$ cat src/hdl/sesu_pkg.sv
`timescale 1ns / 1ps
// ----------------------------------------------------------------------------
// sesu_pkg
// Shared types, constants and the half-degree sine table for the segmenter.
// ----------------------------------------------------------------------------
package sesu_pkg;

    localparam int MAX_OBJECTS_DEF = 16;
    localparam int SINE_STEPS      = 181;
    localparam int DIV_STEPS       = 24;
    localparam longint unsigned PI_Q30 = 64'd3373259426;

    localparam logic [15:0] THRESH_RST   = 16'd560;
    localparam logic [7:0]  MIN_WIDTH_RST = 8'd4;

    // operation codes carried on tuser
    localparam logic [1:0] OP_CLEAR  = 2'd0;
    localparam logic [1:0] OP_SAMPLE = 2'd1;
    localparam logic [1:0] OP_END    = 2'd2;

    // configuration register indexes
    localparam logic REG_THRESH    = 1'b0;
    localparam logic REG_MIN_WIDTH = 1'b1;

    typedef enum logic [1:0] {
        S_IDLE,
        S_DIV,
        S_MUL,
        S_EMIT
    } t_state;

    typedef struct packed {
        logic accept;    // input request taken this cycle
        logic div_step;  // advance the divider by one quotient bit
        logic mul_load;  // register mean times sine
        logic out_load;  // move the finished object into the output register
    } t_cmd;

    typedef struct packed {
        logic emit_req;  // accepted item closes an object that is reported
        logic div_done;  // last quotient bit this cycle
        logic out_full;  // output register holds an untaken result
        logic out_taken; // downstream takes the result this cycle
    } t_status;

    typedef logic [SINE_STEPS-1:0][15:0] t_sine_tab;

    // sin(k/2 degrees) in Q1.15, seven-term Taylor series in Q30
    function automatic t_sine_tab build_sine_tab();
        t_sine_tab tab;
        longint unsigned x, x2, term;
        longint acc;
        for (int k = 0; k < SINE_STEPS; k++) begin
            x    = (longint'(k) * PI_Q30) / 360;
            x2   = (x * x) >> 30;
            term = x;
            acc  = longint'(x);
            term = ((term * x2) >> 30) / 6;   acc = acc - longint'(term);
            term = ((term * x2) >> 30) / 20;  acc = acc + longint'(term);
            term = ((term * x2) >> 30) / 42;  acc = acc - longint'(term);
            term = ((term * x2) >> 30) / 72;  acc = acc + longint'(term);
            term = ((term * x2) >> 30) / 110; acc = acc - longint'(term);
            term = ((term * x2) >> 30) / 156; acc = acc + longint'(term);
            if (acc < 0) begin
                acc = 0;
            end
            tab[k] = 16'((acc + 16384) >> 15);
        end
        return tab;
    endfunction

    localparam t_sine_tab SINE_TAB = build_sine_tab();

endpackage

$ cat src/hdl/sesu_ctrl.sv
`timescale 1ns / 1ps
// ----------------------------------------------------------------------------
// sesu_ctrl
// Sequencer: take a request, run the divider, the multiply and the output load.
// ----------------------------------------------------------------------------
module sesu_ctrl (
    input  logic             i_clk,
    input  logic             i_rst_n,
    input  logic             i_valid,
    output logic             o_ready,
    input  sesu_pkg::t_status i_status,
    output sesu_pkg::t_cmd    o_cmd
);

    sesu_pkg::t_state r_state, n_state;

    always_ff @(posedge i_clk) begin
        if (!i_rst_n) begin
            r_state <= sesu_pkg::S_IDLE;
        end else begin
            r_state <= n_state;
        end
    end

    always_comb begin
        n_state = r_state;
        unique case (r_state)
            sesu_pkg::S_IDLE: begin
                if (i_valid && i_status.emit_req) n_state = sesu_pkg::S_DIV;
            end
            sesu_pkg::S_DIV: begin
                if (i_status.div_done) n_state = sesu_pkg::S_MUL;
            end
            sesu_pkg::S_MUL: begin
                n_state = sesu_pkg::S_EMIT;
            end
            sesu_pkg::S_EMIT: begin
                if (!i_status.out_full || i_status.out_taken) n_state = sesu_pkg::S_IDLE;
            end
            default: n_state = sesu_pkg::S_IDLE;
        endcase
    end

    always_comb begin
        o_ready = 1'b0;
        o_cmd   = '0;
        unique case (r_state)
            sesu_pkg::S_IDLE: begin
                o_ready      = 1'b1;
                o_cmd.accept = i_valid;
            end
            sesu_pkg::S_DIV:  o_cmd.div_step = 1'b1;
            sesu_pkg::S_MUL:  o_cmd.mul_load = 1'b1;
            sesu_pkg::S_EMIT: o_cmd.out_load = !i_status.out_full || i_status.out_taken;
            default: o_ready = 1'b0;
        endcase
    end

`ifndef SYNTHESIS
    a_close_starts_div: assert property (@(posedge i_clk) disable iff (!i_rst_n)
        (o_cmd.accept && i_status.emit_req) |=> (r_state == sesu_pkg::S_DIV))
        else $error("object close did not start the divider");
    a_done_in_div: assert property (@(posedge i_clk) disable iff (!i_rst_n)
        i_status.div_done |-> (r_state == sesu_pkg::S_DIV))
        else $error("divider done outside divide state");
    a_load_free: assert property (@(posedge i_clk) disable iff (!i_rst_n)
        o_cmd.out_load |-> (!i_status.out_full || i_status.out_taken))
        else $error("output register overwritten");
`endif

endmodule

$ cat src/hdl/sesu_dp.sv
`timescale 1ns / 1ps
// ----------------------------------------------------------------------------
// sesu_dp
// Tracking state, edge detection, serial divider, chord multiply, output reg.
// ----------------------------------------------------------------------------
module sesu_dp #(
    parameter int MAX_OBJECTS = sesu_pkg::MAX_OBJECTS_DEF
) (
    input  logic              i_clk,
    input  logic              i_rst_n,
    input  logic              i_cfg_we,
    input  logic              i_cfg_addr,
    input  logic [15:0]       i_cfg_wdata,
    input  logic [1:0]        i_op,
    input  logic [7:0]        i_angle,
    input  logic [15:0]       i_distance,
    input  sesu_pkg::t_cmd    i_cmd,
    output sesu_pkg::t_status o_status,
    input  logic              i_out_ready,
    output logic              o_out_valid,
    output logic [71:0]       o_out_data
);

    localparam logic [4:0] MAX_CNT  = 5'(MAX_OBJECTS);
    localparam logic [4:0] DIV_LAST = 5'(sesu_pkg::DIV_STEPS - 1);

    logic [15:0] r_thresh;
    logic [7:0]  r_min_width;
    logic        r_tracking, r_primed;
    logic [7:0]  r_open_start, r_last_angle, r_tally;
    logic [15:0] r_last_dist;
    logic [23:0] r_sum;
    logic [4:0]  r_found;

    // snapshot of the closed object
    logic [4:0]  r_id;
    logic [7:0]  r_start, r_end, r_centre, r_width, r_divisor;
    logic [23:0] r_quot;
    logic [8:0]  r_rem;
    logic [4:0]  r_div_cnt;
    logic [15:0] r_sine;
    logic [31:0] r_prod;
    logic        r_out_valid;
    logic [71:0] r_out_data;

    logic [16:0] drop, rise;
    logic        is_drop, is_rise, closing;
    logic [8:0]  w_signed, sine_idx, angle_sum, rem_sh, rem_sub;
    logic        keep;

    always_comb begin
        drop      = {1'b0, r_last_dist} - {1'b0, i_distance};
        rise      = {1'b0, i_distance} - {1'b0, r_last_dist};
        is_drop   = !drop[16] && (drop[15:0] > r_thresh);
        is_rise   = !rise[16] && (rise[15:0] > r_thresh);
        closing   = r_tracking && ((i_op == sesu_pkg::OP_END) ||
                    ((i_op == sesu_pkg::OP_SAMPLE) && r_primed && is_rise));
        w_signed  = {1'b0, r_last_angle} - {1'b0, r_open_start};
        keep      = !w_signed[8] && (w_signed[7:0] >= r_min_width) && (r_found < MAX_CNT);
        sine_idx  = (w_signed <= 9'd180) ? w_signed : 9'd360 - w_signed;
        angle_sum = {1'b0, r_open_start} + {1'b0, r_last_angle};
        rem_sh    = {r_rem[7:0], r_quot[23]};
        rem_sub   = rem_sh - {1'b0, r_divisor};
    end

    assign o_status.emit_req  = closing && keep;
    assign o_status.div_done  = i_cmd.div_step && (r_div_cnt == DIV_LAST);
    assign o_status.out_full  = r_out_valid;
    assign o_status.out_taken = r_out_valid && i_out_ready;

    always_ff @(posedge i_clk) begin
        if (!i_rst_n) begin
            r_thresh    <= sesu_pkg::THRESH_RST;
            r_min_width <= sesu_pkg::MIN_WIDTH_RST;
        end else if (i_cfg_we) begin
            case (i_cfg_addr)
                sesu_pkg::REG_THRESH:    r_thresh    <= i_cfg_wdata;
                sesu_pkg::REG_MIN_WIDTH: r_min_width <= i_cfg_wdata[7:0];
                default: ;
            endcase
        end
    end

    always_ff @(posedge i_clk) begin
        if (!i_rst_n || (i_cmd.accept && i_op == sesu_pkg::OP_CLEAR)) begin
            r_tracking   <= 1'b0;
            r_primed     <= 1'b0;
            r_open_start <= '0;
            r_last_angle <= '0;
            r_last_dist  <= '0;
            r_sum        <= '0;
            r_tally      <= '0;
            r_found      <= '0;
        end else if (i_cmd.accept) begin
            if (closing) begin
                r_tracking <= 1'b0;
                if (keep) r_found <= r_found + 5'd1;
            end
            if (i_op == sesu_pkg::OP_SAMPLE) begin
                r_primed     <= 1'b1;
                r_last_angle <= i_angle;
                r_last_dist  <= i_distance;
                if (r_primed && !r_tracking && is_drop) begin
                    r_tracking   <= 1'b1;
                    r_open_start <= i_angle;
                    r_sum        <= {8'd0, i_distance};
                    r_tally      <= 8'd1;
                end else if (r_primed && r_tracking && !is_rise && r_tally != 8'hFF) begin
                    r_sum   <= r_sum + {8'd0, i_distance};
                    r_tally <= r_tally + 8'd1;
                end
            end
        end
    end

    // snapshot, then restoring division one quotient bit a cycle
    always_ff @(posedge i_clk) begin
        if (i_cmd.accept && o_status.emit_req) begin
            r_id      <= r_found + 5'd1;
            r_start   <= r_open_start;
            r_end     <= r_last_angle;
            r_centre  <= angle_sum[8:1];
            r_width   <= w_signed[7:0];
            r_sine    <= sesu_pkg::SINE_TAB[sine_idx[7:0]];
            r_divisor <= r_tally;
            r_quot    <= r_sum;
            r_rem     <= '0;
            r_div_cnt <= '0;
        end else if (i_cmd.div_step) begin
            r_div_cnt <= r_div_cnt + 5'd1;
            if (!rem_sub[8] || rem_sh >= {1'b0, r_divisor}) begin
                r_rem  <= rem_sh - {1'b0, r_divisor};
                r_quot <= {r_quot[22:0], 1'b1};
            end else begin
                r_rem  <= rem_sh;
                r_quot <= {r_quot[22:0], 1'b0};
            end
        end
        if (i_cmd.mul_load) r_prod <= r_quot[15:0] * r_sine;
    end

    always_ff @(posedge i_clk) begin
        if (!i_rst_n) begin
            r_out_valid <= 1'b0;
        end else if (i_cmd.out_load) begin
            r_out_valid <= 1'b1;
        end else if (i_out_ready) begin
            r_out_valid <= 1'b0;
        end
    end

    always_ff @(posedge i_clk) begin
        if (i_cmd.out_load) begin
            r_out_data <= {2'b00, r_prod[30:14], r_quot[15:0], r_width,
                           r_centre, r_end, r_start, r_id};
        end
    end

    assign o_out_valid = r_out_valid;
    assign o_out_data  = r_out_data;

`ifndef SYNTHESIS
    a_found_bound: assert property (@(posedge i_clk) disable iff (!i_rst_n)
        r_found <= MAX_CNT)
        else $error("object count past limit");
    a_tally_open: assert property (@(posedge i_clk) disable iff (!i_rst_n)
        r_tracking |-> (r_tally != 8'd0))
        else $error("open object with empty tally");
    a_out_hold: assert property (@(posedge i_clk) disable iff (!i_rst_n)
        (r_out_valid && !i_out_ready) |=> $stable(r_out_data))
        else $error("output changed while waiting");
`endif

endmodule

$ cat src/hdl/scan_edge_object_segmenter_unit.sv
`timescale 1ns / 1ps
// ----------------------------------------------------------------------------
// scan_edge_object_segmenter_unit
// Segments objects from a sweep of range samples and reports each one.
// ----------------------------------------------------------------------------
// Sequence: an item closing a reported object is snapshotted on acceptance,
//   then runs 24 divider steps, the multiply and the output load.
// Throughput: one item per cycle when no object is reported; an item that
//   reports holds the input through the one-bit-a-cycle mean divider, the
//   multiply and output load, longer while an earlier result waits downstream.
// Reset: synchronous, active low; clears tracking, object count, output valid,
//   and loads edge_threshold = 560, min_width = 4.
module scan_edge_object_segmenter_unit #(
    parameter int MAX_OBJECTS = sesu_pkg::MAX_OBJECTS_DEF
) (
    input  logic        i_clk,
    input  logic        i_rst_n,
    // configuration writes
    input  logic        i_cfg_we,
    input  logic        i_cfg_addr,
    input  logic [15:0] i_cfg_wdata,
    // request in
    input  logic        s_axis_tvalid,
    output logic        s_axis_tready,
    input  logic [23:0] s_axis_tdata,   // angle[7:0], distance[23:8]
    input  logic [1:0]  s_axis_tuser,   // operation[1:0]
    // result out
    output logic        m_axis_tvalid,
    input  logic        m_axis_tready,
    // object_id[4:0], start_deg[12:5], end_deg[20:13], centre_deg[28:21],
    // angular_width[36:29], mean_distance[52:37], chord_width[69:53], zero pad
    output logic [71:0] m_axis_tdata
);

    sesu_pkg::t_cmd    cmd;
    sesu_pkg::t_status status;

    // sequencer: accepts only when no object is being worked out
    sesu_ctrl u_ctrl (
        .i_clk    (i_clk),
        .i_rst_n  (i_rst_n),
        .i_valid  (s_axis_tvalid),
        .o_ready  (s_axis_tready),
        .i_status (status),
        .o_cmd    (cmd)
    );

    // datapath: tracking state, divider, multiply and the output register
    sesu_dp #(
        .MAX_OBJECTS (MAX_OBJECTS)
    ) u_dp (
        .i_clk       (i_clk),
        .i_rst_n     (i_rst_n),
        .i_cfg_we    (i_cfg_we),
        .i_cfg_addr  (i_cfg_addr),
        .i_cfg_wdata (i_cfg_wdata),
        .i_op        (s_axis_tuser),
        .i_angle     (s_axis_tdata[7:0]),
        .i_distance  (s_axis_tdata[23:8]),
        .i_cmd       (cmd),
        .o_status    (status),
        .i_out_ready (m_axis_tready),
        .o_out_valid (m_axis_tvalid),
        .o_out_data  (m_axis_tdata)
    );

endmodule
$ cat config.mk
export PLATFORM = sky130hd
export DESIGN_NAME = scan_edge_object_segmenter_unit
export DESIGN_NICKNAME = d
export VERILOG_FILES = /design/src/hdl/sesu_pkg.sv /design/src/hdl/sesu_ctrl.sv /design/src/hdl/sesu_dp.sv /design/src/hdl/scan_edge_object_segmenter_unit.sv
export SDC_FILE = /design/constraint.sdc
export NUM_CORES = 1
export LEC_CHECK = 0
export BUFFER_PORTS_ARGS = -buffer_cell sky130_fd_sc_hd__buf_4
export CAP_MARGIN = 20
export CORE_MARGIN = 1
export CORE_UTILIZATION = 55
export DETAILED_ROUTE_END_ITERATION = 8
export PLACE_DENSITY = 0.73
export SLEW_MARGIN = 0
export SYNTH_ARGS = -nofsm -noshare
export SYNTH_HDL_FRONTEND = slang
export SYNTH_SLANG_ARGS = --single-unit
$ cat constraint.sdc
create_clock -name i_clk -period 8.41 [get_ports i_clk]
set_clock_uncertainty 0.2 [all_clocks]
set_input_delay 1.682 -clock i_clk [delete_from_list [all_inputs] [get_ports i_clk]]
set_output_delay 1.682 -clock i_clk [all_outputs]
set_load 0.01 [all_outputs]
Yosys cells after proc, flatten, opt, wreduce, memory -nomap -nowiden. Memory sizes are Yosys's and may differ from the RTL's. A register that Yosys moved wholly into a read port is not among the register bits. Cells that the tools add are included.

Register bits after elaboration: 281. ROM bits: 4096. Input port bits: 48. Output and inout bits: 74. Logic and storage cells: 117. Memories: 1.

Add/sub/neg operators: 10. Multipliers: 1. Order comparisons: 6. Eq/ne operators: 10. Mux-type cells: 23. Bitwise logic cells: 1. Reduce and logical (&&, ||, !) cells: 42.

Memory list: (no name shown) (words 256, bits a word 16, rd ports 1, clocked after Yosys merged registers in 1, write ports 0, RTL line sesu_dp.sv:124) `r_sine <= sesu_pkg::SINE_TAB[sine_idx[7:0]];`.

Operators by type and width (count): 2-to-1 mux 24 bit (4); subtractor 16 x 16 -> 17 bit (2); greater-than comparator 16 bit (2); 2-to-1 mux 8 bit (4); multiplier 16 x 16 -> 31 bit (1); adder 24 x 16 -> 24 bit (1); logical AND 1 bit (18); AND reduction 3 bit (4); 2-to-1 mux 1 bit (11); adder 5 x 1 -> 5 bit, second input constant (2); adder 8 x 8 -> 9 bit (1); greater-or-equal comparator 9 x 8 -> 1 bit (1); less-or-equal comparator 9 x 8 -> 1 bit, second input constant (1); subtractor 8 x 8 -> 9 bit (1); subtractor 9 x 8 -> 9 bit (1); adder 8 x 1 -> 8 bit, second input constant (1); greater-or-equal comparator 8 bit (1); logical NOT 1 bit (8); inequality test 8 bit, second input constant (1); one-hot mux 2 bit (4 select lines) (1); subtractor 7 x 8 -> 8 bit, first input constant (1); equality test 2 bit, second input constant (3); 2-to-1 mux 2 bit (3); AND reduction 2 bit (3); other kinds (9) (17).

Longest topological paths before layout.
Word-level depth: 10. Depth in mapped cells: 26. Mapped depth without buffers: 24.

Modules after synthesis. From an unflattened synthesis, not the netlist that was laid out.

Cell total of the unflattened synthesis: 2858. Area total of the unflattened synthesis: 25584.5 um^2.

By module, submodules not included: sesu_dp (instances 1, cells an instance 2837, area an instance 25390.6 um^2, sequential area each 7347.0 um^2); sesu_ctrl (instances 1, cells an instance 21, area an instance 193.9 um^2, sequential area each 40.0 um^2).

Least setup slack after synthesis. No wires, ideal clock.

Path type: input -> register. From: in s_axis_tdata[9]. To: reg u_dp.r_centre[0] (enable). Library setup time: 449 ps. Arrival time: 7117 ps. Path slack: 644 ps. Cell stages on the path: 21. Path buffers: 1. Path through: inv_1 ha_1 nor2b_1 o21ai_0 a21boi_0 o21ai_0 a21boi_0 o21ai_0 a21boi_0 o31a_1 o21a_1 nor2_1 xnor2_1 ha_1 nand4_1 a2111oi_0 o31ai_1 a21oi_1 a31oi_1 nor2_1 clkbuf_1.

Cells in the longest elaborated chain, start to end: 8.

RTL lines: start: declaration (RTL line scan_edge_object_segmenter_unit.sv:25) `input logic [23:0] s_axis_tdata,`; subtractor 16 x 16 -> 17 bit * (RTL line sesu_dp.sv:53) `rise = {1'b0, i_distance} - {1'b0, r_last_dist};`; greater-than comparator 16 bit / logical NOT 1 bit (equally long branches) (RTL line sesu_dp.sv:55) `is_rise = !rise[16] && (rise[15:0] > r_thresh);`; logical AND 1 bit * (RTL line sesu_dp.sv:55); logical AND 1 bit * (RTL line sesu_dp.sv:57) `((i_op == sesu_pkg::OP_SAMPLE) && r_primed && is_rise));`; logical OR 1 bit * (RTL line sesu_dp.sv:56) `closing = r_tracking && ((i_op == sesu_pkg::OP_END) ||`; logical AND 1 bit * (RTL line sesu_dp.sv:56); logical AND 1 bit * (RTL line sesu_dp.sv:66) `assign o_status.emit_req = closing && keep;`; logical AND 1 bit * (RTL line sesu_dp.sv:118) `if (i_cmd.accept && o_status.emit_req) begin`; end signal: assignment (RTL line sesu_dp.sv:122) `r_centre <= angle_sum[8:1];`; end: declaration (RTL line sesu_dp.sv:37) `logic [7:0] r_start, r_end, r_centre, r_width, r_divisor;`.

Every way passes the cells marked *; elsewhere a longest branch is shown, timed or not. A chain may end at the register's enable or synchronous reset.

Worst setup path in the final report.
From: reg u_dp.r_quot[7]. To: reg u_dp.r_prod[27], data pin.

Cells in the longest elaborated chain, start to end: 1.

RTL lines: start: declaration (RTL line sesu_dp.sv:38) `logic [23:0] r_quot;`; start signal: assignment (RTL line sesu_dp.sv:126) `r_quot <= r_sum;`; start signal: assignment (RTL line sesu_dp.sv:133) `r_quot <= {r_quot[22:0], 1'b1};`; start signal: assignment (RTL line sesu_dp.sv:136) `r_quot <= {r_quot[22:0], 1'b0};`; multiplier 16 x 16 -> 31 bit (RTL line sesu_dp.sv:139) `if (i_cmd.mul_load) r_prod <= r_quot[15:0] * r_sine;`; end signal: assignment (RTL line sesu_dp.sv:139); end: declaration (RTL line sesu_dp.sv:42) `logic [31:0] r_prod;`.

Every way passes these cells.

==> flow_summary_export.csv <==
group,metric,value,unit
power_and_ir_drop,power.density,134,nW/um2
power_and_ir_drop,clkPwrFrac,39.0,%
sta,relSlewSlack,32.2,%
power_and_ir_drop,power_switching,1.17,mW
clocking,cts.sinks,283,
clocking,clk_pin_slew,0.05,ns
sta,timing.fmax,139,MHz
clocking,clockBufferDepth,3,
clocking,clock_latency,0.55,ns
cells_and_area,syn_to_final_growth,10.0,%
power_and_ir_drop,p_sw_share,30.6,%
placed_design,numPortBuffers,119,
yosys,synth-simple-area-share,15.5,%
cells_and_area,diodes,0,
cells_and_area,n_fill_cell,3759,
die,pin_count,122,
power_and_ir_drop,power_frac_seq,39.0,%
yosys,synthArstFlopShare,0,%
sta,tightest_slew,1.02,ns
die,die_h,219,um
detailed_routing,drtAntennaViolNets,0,
clocking,cts.hold.buffers_added,0,
power_and_ir_drop,leakage,12.2,nW
global_route,first_global_vias,21500,
clocking,cts_tree,"built",
sta,whs,0.213,ns
power_and_ir_drop,combPwrFrac,22.0,%
cells_and_area,utilization,62.0,%
placed_design,pre_cts_slack,0.889,ns
cells_and_area,fin_nets,3380,
sta,rsz0062_at_grt,"false",
setup_path,arrival,7.27,ns
die,start_util,56.3,%
detailed_routing,drc,0,
clocking,cts_buffers,34,
placed_design,routabilityCongestion,1.03,
yosys,synth-warning-count,0,
setup_path,crit_required,8.48,ns
yosys,synth_mux_area_share,2.15,%
power_and_ir_drop,p_int,2.64,mW
yosys,synthAdderAreaFrac,26.6,%
detailed_routing,viasPerCell,6.12,
yosys,synth_top_family_by_area,"adder cells",
yosys,yosysSeqAreaShare,28.6,%
global_route,grt_max_degree,75,
clocking,htreeDepth,2,
sta,period_share,85.6,%
sta,min_period,7.20,ns
sta,finalHoldViolCount,0,
setup_path,worstSetupStartpointType,"register",
sta,setup_ws,1.21,ns
setup_path,crit_fanout,18,
setup_path,crit_type,"register to register",
min_path,hold_path.class,"register to register",
die,dieArea,47800,um2
global_route,grt_overflow,0,
yosys,syn_area,25800,um2
yosys,synth_compound_area_share,17.1,%
placed_design,dp_hpwl,53100,um
die,std_cell_rows,78,
yosys,syn_area_per_cell,9.04,um2
die,core_area,45800,um2
yosys,syn-instance-count,2853,
global_route,grt_pass1_wl,117000,um
power_and_ir_drop,irDropWorstVdd,0.000158,V
detailed_routing,dr.pass1.iters,6,
die,die_w,219,um
status,status,"finished clean",
cells_and_area,layout.cells.non_filler,3529,
clocking,cts.repair.resized,0,
setup_path,crit_path_end_kind,"register",
detailed_routing,finalWirelength,73400,um
cells_and_area,drive_above_1_share,9.53,%
yosys,synth_seq_cells,283,
global_route,antenna_found_initial,2,
clocking,cts-root-buf,"clkbuf_16",
run,max_cap_viol_count,0,
yosys,synth_edf_count,172,
placed_design,dpl.cell_count,3464,
sta,setup_viol,0,
setup_path,rrSetupSlack,1.21,ns
detailed_routing,num_vias,21600,
detailed_routing,wl_per_cell,20.8,um
yosys,synth_xor_xnor_area_share,2.61,%
yosys,synth_ff_type,"edfxtp_1",
yosys,ys_types,92,
sta,fin_setup_tns,0,ns
clocking,cts_setup_buffers,0,
global_route,grtUsageTotal,31.1,%
yosys,netlist_top_cells_area,"edfxtp_1, fa_1, ha_1, dfxtp_1, nand2_1",
yosys,synth_top_area_share,20.0,%
sta,final_max_slew_viol_count,0,
detailed_routing,drt_iter0_markers,1834,
yosys,yosysTopAreaCell,"edfxtp_1",
-- path summary, 6_finish.rpt --
path,startpoint,endpoint,cells after the start
worst max-delay path,u_dp.r_quot[7],u_dp.r_prod[27],23
worst min register to register,u_dp.r_prod[23],u_dp.o_out_data[62],0
worst max register to register,u_dp.r_quot[7],u_dp.r_prod[27],23
worst min-delay path,u_dp.r_prod[23],u_dp.o_out_data[62],0
-- logic make-up (layout without fill, tap and decap cells) --
group | after synthesis | count (layout)
buf+inv | 486 | 561
compound gates | 667 | 667
mux | 52 | 52
other cells | 1 | 2
xor+xnor | 74 | 74
fa+ha+maj | 429 | 429
simple gates | 861 | 861
flops | 283 | 283
-- per-stage QoR --
| step | power (mW) | area (um2) |
|---|---|---|
| 6_report | 3.81 | 28400 |
| 4_1_cts | 3.81 | 28300 |
| 2_1_floorplan | 2.06 | 25800 |
| 3_5_place_dp | 2.32 | 27200 |
| 3_3_place_gp | 2.32 | 27200 |
| 5_1_grt | 3.95 | 28400 |
-- power groups by stage --
stage	sequential, mW	combinational (mW)	clock, mW
2_1_floorplan	1.51	0.546	0
3_3_place_gp	1.51	0.809	0
3_5_place_dp	1.51	0.803	0
4_1_cts	1.49	0.808	1.52
5_1_grt	1.49	0.894	1.57
6_report	1.49	0.839	1.49
-- placed cells by master (no fill, tap or decap), types with 14 or more instances in the layout --
master | Yosys | layout
a211oi_1 | 28 | 28
a21boi_0 | 31 | 31
a21o_1 | 45 | 45
a21oi_1 | 198 | 198
a31oi_1 | 25 | 25
and2_1 | 115 | 115
buf_4 | 6 | 162
clkbuf_16 | 0 | 34
dfxtp_1 | 111 | 111
edfxtp_1 | 172 | 172
fa_1 | 198 | 198
ha_1 | 231 | 231
inv_1 | 329 | 329
mux2_2 | 27 | 27
mux2i_1 | 25 | 24
nand2_1 | 369 | 369
nand2b_1 | 21 | 21
nand3_1 | 53 | 53
nand4_1 | 19 | 19
nor2_1 | 159 | 158
nor2b_1 | 26 | 25
nor3_1 | 41 | 41
o211ai_1 | 25 | 25
o21a_1 | 28 | 28
o21ai_0 | 128 | 127
o31a_1 | 14 | 14
xnor2_1 | 46 | 46
xor2_1 | 26 | 26
-- metal layers --
metal / vias up / share of wire (%) / track usage (%)
li1: 9884 / - / -
met1: 10500 / 42 / 41.0
met2: 926 / 46 / 50.8
met3: 225 / 7.4 / 5.14
met4: 4 / 4.3 / 12.6
met5: - / 0.031 / 0
-- final cells by class --
cell class                      instances  area (um2)  share of cell area, %
Tap cell                              600         751                   2.65
Inverter                              333        1250                   4.40
Sequential cell                       283        7390                   26.0
Clock buffer                           49         937                   3.30
Clock inverter                         13         195                  0.688
Timing Repair Buffer                  166        1300                   4.59
Multi-Input combinational cell       2085       16600                   58.3
-- sequential cells by signal, summed over array words and instances, names as in the netlist, 16 cells and up --
name / flops
u_dp.r_last_dist: 16
u_dp.r_sine: 16
u_dp.r_quot: 24
u_dp.r_prod: 17
u_dp.o_out_data: 70
u_dp.r_thresh: 16
u_dp.r_sum: 24
-- cell usage after synthesis, types with 25 or more instances --
library cell and n:
a21o_1 45, nor3_1 41, a211oi_1 28, a21boi_0 31, ha_1 231, a31oi_1 25
nand2_1 369, fa_1 198, edfxtp_1 172, clkbuf_1 105, a21oi_1 198, o21a_1 28
o21ai_0 128, nor2b_1 26, dfxtp_1 111, buf_2 33, nor2_1 159, inv_1 329
and2_1 115, o211ai_1 25, mux2i_1 25, mux2_2 27, nand3_1 53, xor2_1 26
xnor2_1 46
-- critical path, cell delays in order (launching register included) --
cell	delay [ns]
edfxtp_1	0.90
nand2_1	0.18
fa_1	0.57
inv_1	0.06
fa_1	0.49
inv_1	0.05
fa_1	0.55
inv_1	0.06
fa_1	0.45
fa_1	0.51
inv_1	0.05
fa_1	0.48
inv_1	0.05
ha_1	0.20
a211oi_1	0.26
nand2_1	0.08
a31o_2	0.21
a22o_1	0.29
a41oi_1	0.32
nor2b_1	0.32
o221ai_1	0.24
nand3_1	0.15
mux2i_1	0.18
a221oi_1	0.07
Power figures use the tool's default switching activity.
